`config.mk`:
```
export PLATFORM = sky130hd
export DESIGN_NAME = msub_front
export DESIGN_NICKNAME = d
export VERILOG_FILES = /design/src/rtl/msub_pkg.sv /design/src/rtl/msub_front.sv
export SDC_FILE = /design/constraint.sdc
export NUM_CORES = 1
export LEC_CHECK = 0
export ABC_AREA = 1
export BUFFER_PORTS_ARGS = -buffer_cell sky130_fd_sc_hd__buf_2
export CAP_MARGIN = 0
export CORE_MARGIN = 1
export CORE_UTILIZATION = 44
export DETAILED_ROUTE_END_ITERATION = 8
export GPL_TIMING_DRIVEN = 0
export PLACE_DENSITY = 0.79
export SYNTH_ARGS = -nofsm -noshare
export SYNTH_HDL_FRONTEND = slang
export SYNTH_SLANG_ARGS = --single-unit
```
`constraint.sdc`:
```
create_clock -name clk -period 1.7 [get_ports clk]
set_input_delay 0.255 -clock clk [delete_from_list [all_inputs] [get_ports clk]]
set_output_delay 0.255 -clock clk [all_outputs]
set_load 0.05 [all_outputs]
```
`src/rtl/msub_pkg.sv`:
```
// Shared constants for the maximum subrectangle sum block.
`default_nettype none
package msub_pkg;
  localparam int MAX_ROWS_DEF   = 64;
  localparam int MAX_COLS_DEF   = 64;
  localparam int VALUE_BITS_DEF = 16;
  localparam int CFG_BITS       = 7;
  localparam int CELL_BITS      = 16;
  localparam int SUM_BITS       = 27;
  localparam int IDX_ROW_COUNT  = 0;
  localparam int IDX_COL_COUNT  = 1;
  localparam int REG_ROW_COUNT_RESET = 64;
  localparam int REG_COL_COUNT_RESET = 64;
endpackage
`default_nettype wire

```
`src/rtl/msub_front.sv`:
```
// Front end: accepts cells, writes the grid store, queues search requests.
`default_nettype none
module msub_front #(
  parameter int MAX_ROWS   = msub_pkg::MAX_ROWS_DEF,
  parameter int MAX_COLS   = msub_pkg::MAX_COLS_DEF,
  parameter int VALUE_BITS = msub_pkg::VALUE_BITS_DEF,
  parameter int CAP        = MAX_ROWS * MAX_COLS,
  parameter int AW         = (CAP > 1) ? $clog2(CAP) : 1
) (
  input  wire logic                              clk,
  input  wire logic                              rst_n,
  input  wire logic                              in_push,
  output logic                                   in_full,
  input  wire logic signed [msub_pkg::CELL_BITS-1:0] in_cell_value,
  input  wire logic                              in_last_cell,
  output logic                                   wr_en,
  output logic [AW-1:0]                          wr_addr,
  output logic signed [VALUE_BITS-1:0]           wr_data,
  output logic                                   req_valid,
  input  wire logic                              req_take
);
  import msub_pkg::*;
  localparam int PW = $clog2(CAP + 1);
  logic [PW-1:0] ptr_r, ptr_nxt;
  logic req_r, req_nxt;
  logic acc;

  // one-entry request queue; hold input until the search result transfers
  assign in_full   = req_r;
  assign acc       = in_push && !in_full;
  assign req_valid = req_r;
  assign wr_en     = acc && (ptr_r < PW'(CAP));
  assign wr_addr   = ptr_r[AW-1:0];
  assign wr_data   = VALUE_BITS'(in_cell_value);

  always_comb begin
    ptr_nxt = ptr_r;
    req_nxt = req_r && !req_take;
    if (acc) begin
      if (in_last_cell) begin
        ptr_nxt = '0;
        req_nxt = 1'b1;
      end else if (ptr_r < PW'(CAP)) begin
        ptr_nxt = ptr_r + 1'b1;
      end
    end
  end

  always_ff @(posedge clk) begin
    if (!rst_n) begin
      ptr_r <= '0;
      req_r <= 1'b0;
    end else begin
      ptr_r <= ptr_nxt;
      req_r <= req_nxt;
    end
  end
endmodule
`default_nettype wire

```
Word-level counts from Yosys, hierarchy flattened
Index checks and enable logic that the tools add are counted.
{"block": "op_classes", "add_sub_neg": 1, "n_lt_le_gt_ge": 1, "mux": 4, "n_reduce_logical": 7}
{"op": "$mux W13", "n": 2}
{"op": "$add A13 B1 Y13 const B", "n": 1}
{"op": "$lt A13 B13 Y1 const B", "n": 1}
{"op": "$logic_and A1 B1 Y1", "n": 3}
{"op": "$logic_not A1 Y1", "n": 2}
{"op": "$mux W1", "n": 2}
{"op": "$reduce_and A2 Y1", "n": 1}
{"op": "$reduce_bool A2 Y1", "n": 1}
{"block": "totals", "ff_bits": 14, "in_bits": 21, "word_cells": 15}

Longest topological paths before layout
{"block": "logic_depth", "word_depth": 4, "mapped_depth": 8, "depth_no_buf": 8}

Least setup slack after synthesis
OpenSTA, ideal clock, no wires.
{"block": "synth_path", "path_kind": "reg-to-output", "from": "register req_r, in the netlist in_full", "to": "output port wr_en", "arrival_time_ns": 1.115, "required_time_ns": 1.445, "slack_ns": 0.330, "stages_incl_launch_ff": 4, "path_cell_list": "dfxtp_1 > nor2_2 > nand2_1 > inv_1"}
{"block": "synth_between", "elab_chain_len": 3}
{"item": "start: declaration", "line_no": "msub_front.sv:25", "text": "logic req_r, req_nxt;"}
{"item": "start signal: assignment", "line_no": "msub_front.sv:55", "text": "req_r <= req_nxt;"}
{"item": "$logic_not A1 Y1", "line_no": "msub_front.sv:30", "text": "assign acc = in_push && !in_full;"}
{"item": "$logic_and A1 B1 Y1", "line_no": "msub_front.sv:30"}
{"item": "$logic_and A1 B1 Y1", "line_no": "msub_front.sv:32", "text": "assign wr_en = acc && (ptr_r < PW'(CAP));"}
{"item": "end: declaration", "line_no": "msub_front.sv:16", "text": "output logic wr_en,"}
Every way passes these cells.

Worst setup path in the final report
Ends and elaborated chain as after synthesis.

==> results.md <==
- Status: finished clean
- Die Area: 0.00242 mm2
- Starting Density: 48.5%
- Critical path fanouts, max: 4
- Sequential power share: 46.0%
- Share of layout cells above drive strength 1: 45.3%
- #FFs+latches synth: 14
- CTS Buf Count: 3
- CP arrival: 1.19 ns
- Worst VDD drop: 0.374 mV
- GRT Total Usage: 16.4%
- Core ar.: 0.00202 mm2
- Synthesized area per cell: 6.85 um2
- Post-layout nets: 205
- Pint: 0.000475 W
- Max transition margin: 83.2%
- GR Overflow Total: 0
- Cell variety after synth: 21
- Largest net degree at the start of global routing: 10
- Crit. Startpoint: in_full$_SDFF_PN0_
- Unrepaired setup endpoints after global routing: no
- Gate power share: 27.4%
- Routed Antenna Nets: 0
- Ant diodes: 0
- Post-route DRC: 0
- Area of placed instances: 0.00119 mm2
- Setup slack, reg-to-reg: 0.42 ns
- Setup bufs post-CTS: 0
- Worst skew pair latency: 0.28 ns
- Max-cap viol count: 0
- Deepest clock path buffer count: 2
- Power Total: 0.000731 W
- # port buffers: 35
- Switching share of power: 35.0%
- Fin Clk Skew: 0.00682 ns
- # H-tree levels: 1
- Min Tclk post-route: 1.44 ns
- Register area: 280 um2
- Router iterations before antenna repair: 4
- Clock share of power: 26.6%
- Multi-input logic area: 425 um2
- Post-route cell area: 0.00121 mm2
- Sw power: 0.000256 W
- Post-synthesis async set-or-reset flop share: 0%
- Fmax: 692 MHz
- Post-CTS Hold Buffers: 0
- Routability cong.: 0.786
- Setup TNS: 0 ns
- Commonest non-fill, non-tap cell in the layout: buf_2
- Hold path depth: 3
- Post-DP HPWL: 1500 um
- Post-Syn Area: 980 um2
- Highest-count cells in the layout ignoring fill and taps: buf_2 (35), nand2_1 (32), buf_4 (29)
- Hold path start: req_take
- Die span in y: 49.2 um
- CTS tree: built
- WL final: 1860 um
- First-pass GRT wire length: 3100 um
- Number of global-route vias before repair: 775
- Final Hold Vio Count: 0
- FF-to-FF End: ptr_r[6]$_SDFFE_PN0P_
- CP startpoint kind: flip-flop
- Dpl ws: 0.409 ns
- I/O pins: 52
- Die W: 49.2 um
- Clock sink count: 14
- Final setup viols: 0
- Critical path class: flip-flop to output port
- Register area share after synthesis: 28.6%
- Detailed-route via count: 954
- Critical path data required time: 1.44 ns
- Syn nets: 165
- Hold WS: 0.232 ns
- Hold endpoint: in_full$_SDFF_PN0_
- Filler Cell Count: 187
- DR iter-0 viols: 19
- Post-synth EDFFs: 0
- Std cell rows: 16
- CTS resizes: 0
- Initial antenna violation count: 0
- Ys Warns: 0
- Leakage power: 0.588 nW
- Cells after Synth: 143
- R2R Path Start: ptr_r[0]$_SDFFE_PN0P_
- Root buffer cell: clkbuf_4
- WL/cell: 8.95 um
- Worst Hold Class: input pin to flip-flop
- Worst Setup Slack, final: 0.256 ns
- Least-Margin Pin Slew: 0.254 ns
- FF-to-FF path depth: 8
- Setup crit end kind: output port
- Area Growth Syn to Fin: 23.6%
- CTS clk-pin slew, worst paths: 0.08 ns
- Ys flop type: dfxtp_1
- Post-DR vias/cell: 4.59
- PwrDens: 603 mW/mm2
- Final period utilization: 84.9%
- Final Max Tran Viols: 0
[worst max-delay path: stages, from the launching register on]
cell	delay [ns]
dfxtp_1	0.35
nor2_2	0.12
nand2_1	0.12
inv_1	0.07
buf_2	0.25
[routing by layer]
layer / vias up / share of wire, % / track usage (%)
li1: 494 / - / -
met1: 411 / 42 / 18.8
met2: 44 / 48 / 29.2
met3: 5 / 7.4 / 2.80
met4: 0 / 1.7 / 7.35
met5: - / 0 / 0
[how the worst max path moves through the flow]
stage	end	slack, ns	cells after the start
after floorplan	wr_en	0.33	3
after global placement	ptr_r[6]$_SDFFE_PN0P_	0.45	8
after detailed placement	ptr_r[6]$_SDFFE_PN0P_	0.41	8
after CTS	wr_en	0.24	4
after global routing	wr_en	0.18	4
final	wr_en	0.26	4
[layout make-up]
| cell class | count | area share (%) |
|---|---|---|
| multi-input combinational | 85 | 35.1 |
| sequential | 14 | 23.1 |
| buffer | 29 | 18.0 |
| timing repair buffer | 35 | 14.5 |
| inverter | 15 | 4.65 |
| tap | 27 | 2.79 |
| clock buffer | 3 | 1.86 |
[flip-flops by register name, summed over array words and instances (netlist names)]
register	count
in_full	1
ptr_r	13
[cell usage after synthesis, types with 2 or more instances]
master | number | area, um2
nor2_2 | 4 | 25.0
nor2_4 | 2 | 22.5
inv_1 | 12 | 45.0
dfxtp_1 | 14 | 280
nand2_1 | 32 | 120
nor2_1 | 18 | 67.6
inv_2 | 3 | 11.3
nand4_1 | 3 | 18.8
buf_4 | 29 | 218
nand2_2 | 2 | 12.5
a21oi_1 | 7 | 35.0
o21ai_0 | 2 | 10.0
o21ai_1 | 2 | 10.0
nand3_1 | 6 | 30.0
[power by group through the flow]
| stage | sequential (W) | combinational [W] | clock, W |
|---|---|---|---|
| after floorplan | 0.000348 | 0.000160 | 0 |
| after global placement | 0.000344 | 0.000200 | 0 |
| after detailed placement | 0.000344 | 0.000201 | 0 |
| after CTS | 0.000336 | 0.000201 | 0.000198 |
| after global routing | 0.000337 | 0.000210 | 0.000209 |
| final | 0.000336 | 0.000200 | 0.000194 |
[metrics by stage]
step                      std cells  utilization [%]
after floorplan                 143                -
after global routing            208             59.9
final                           208             59.9
after CTS                       208             59.9
after global placement          205             58.8
after detailed placement        205             58.8
[cell families after synthesis]
family	synth area share (%)
buffers and inverters	28.0
AO/OA/AOI/OAI	7.28
XOR/XNOR	0.894
adder cells (fa/ha/maj)	1.28
flip-flops	28.6
AND/OR/NAND/NOR	34.0
No activity file was read; power rests on OpenSTA's default activity.
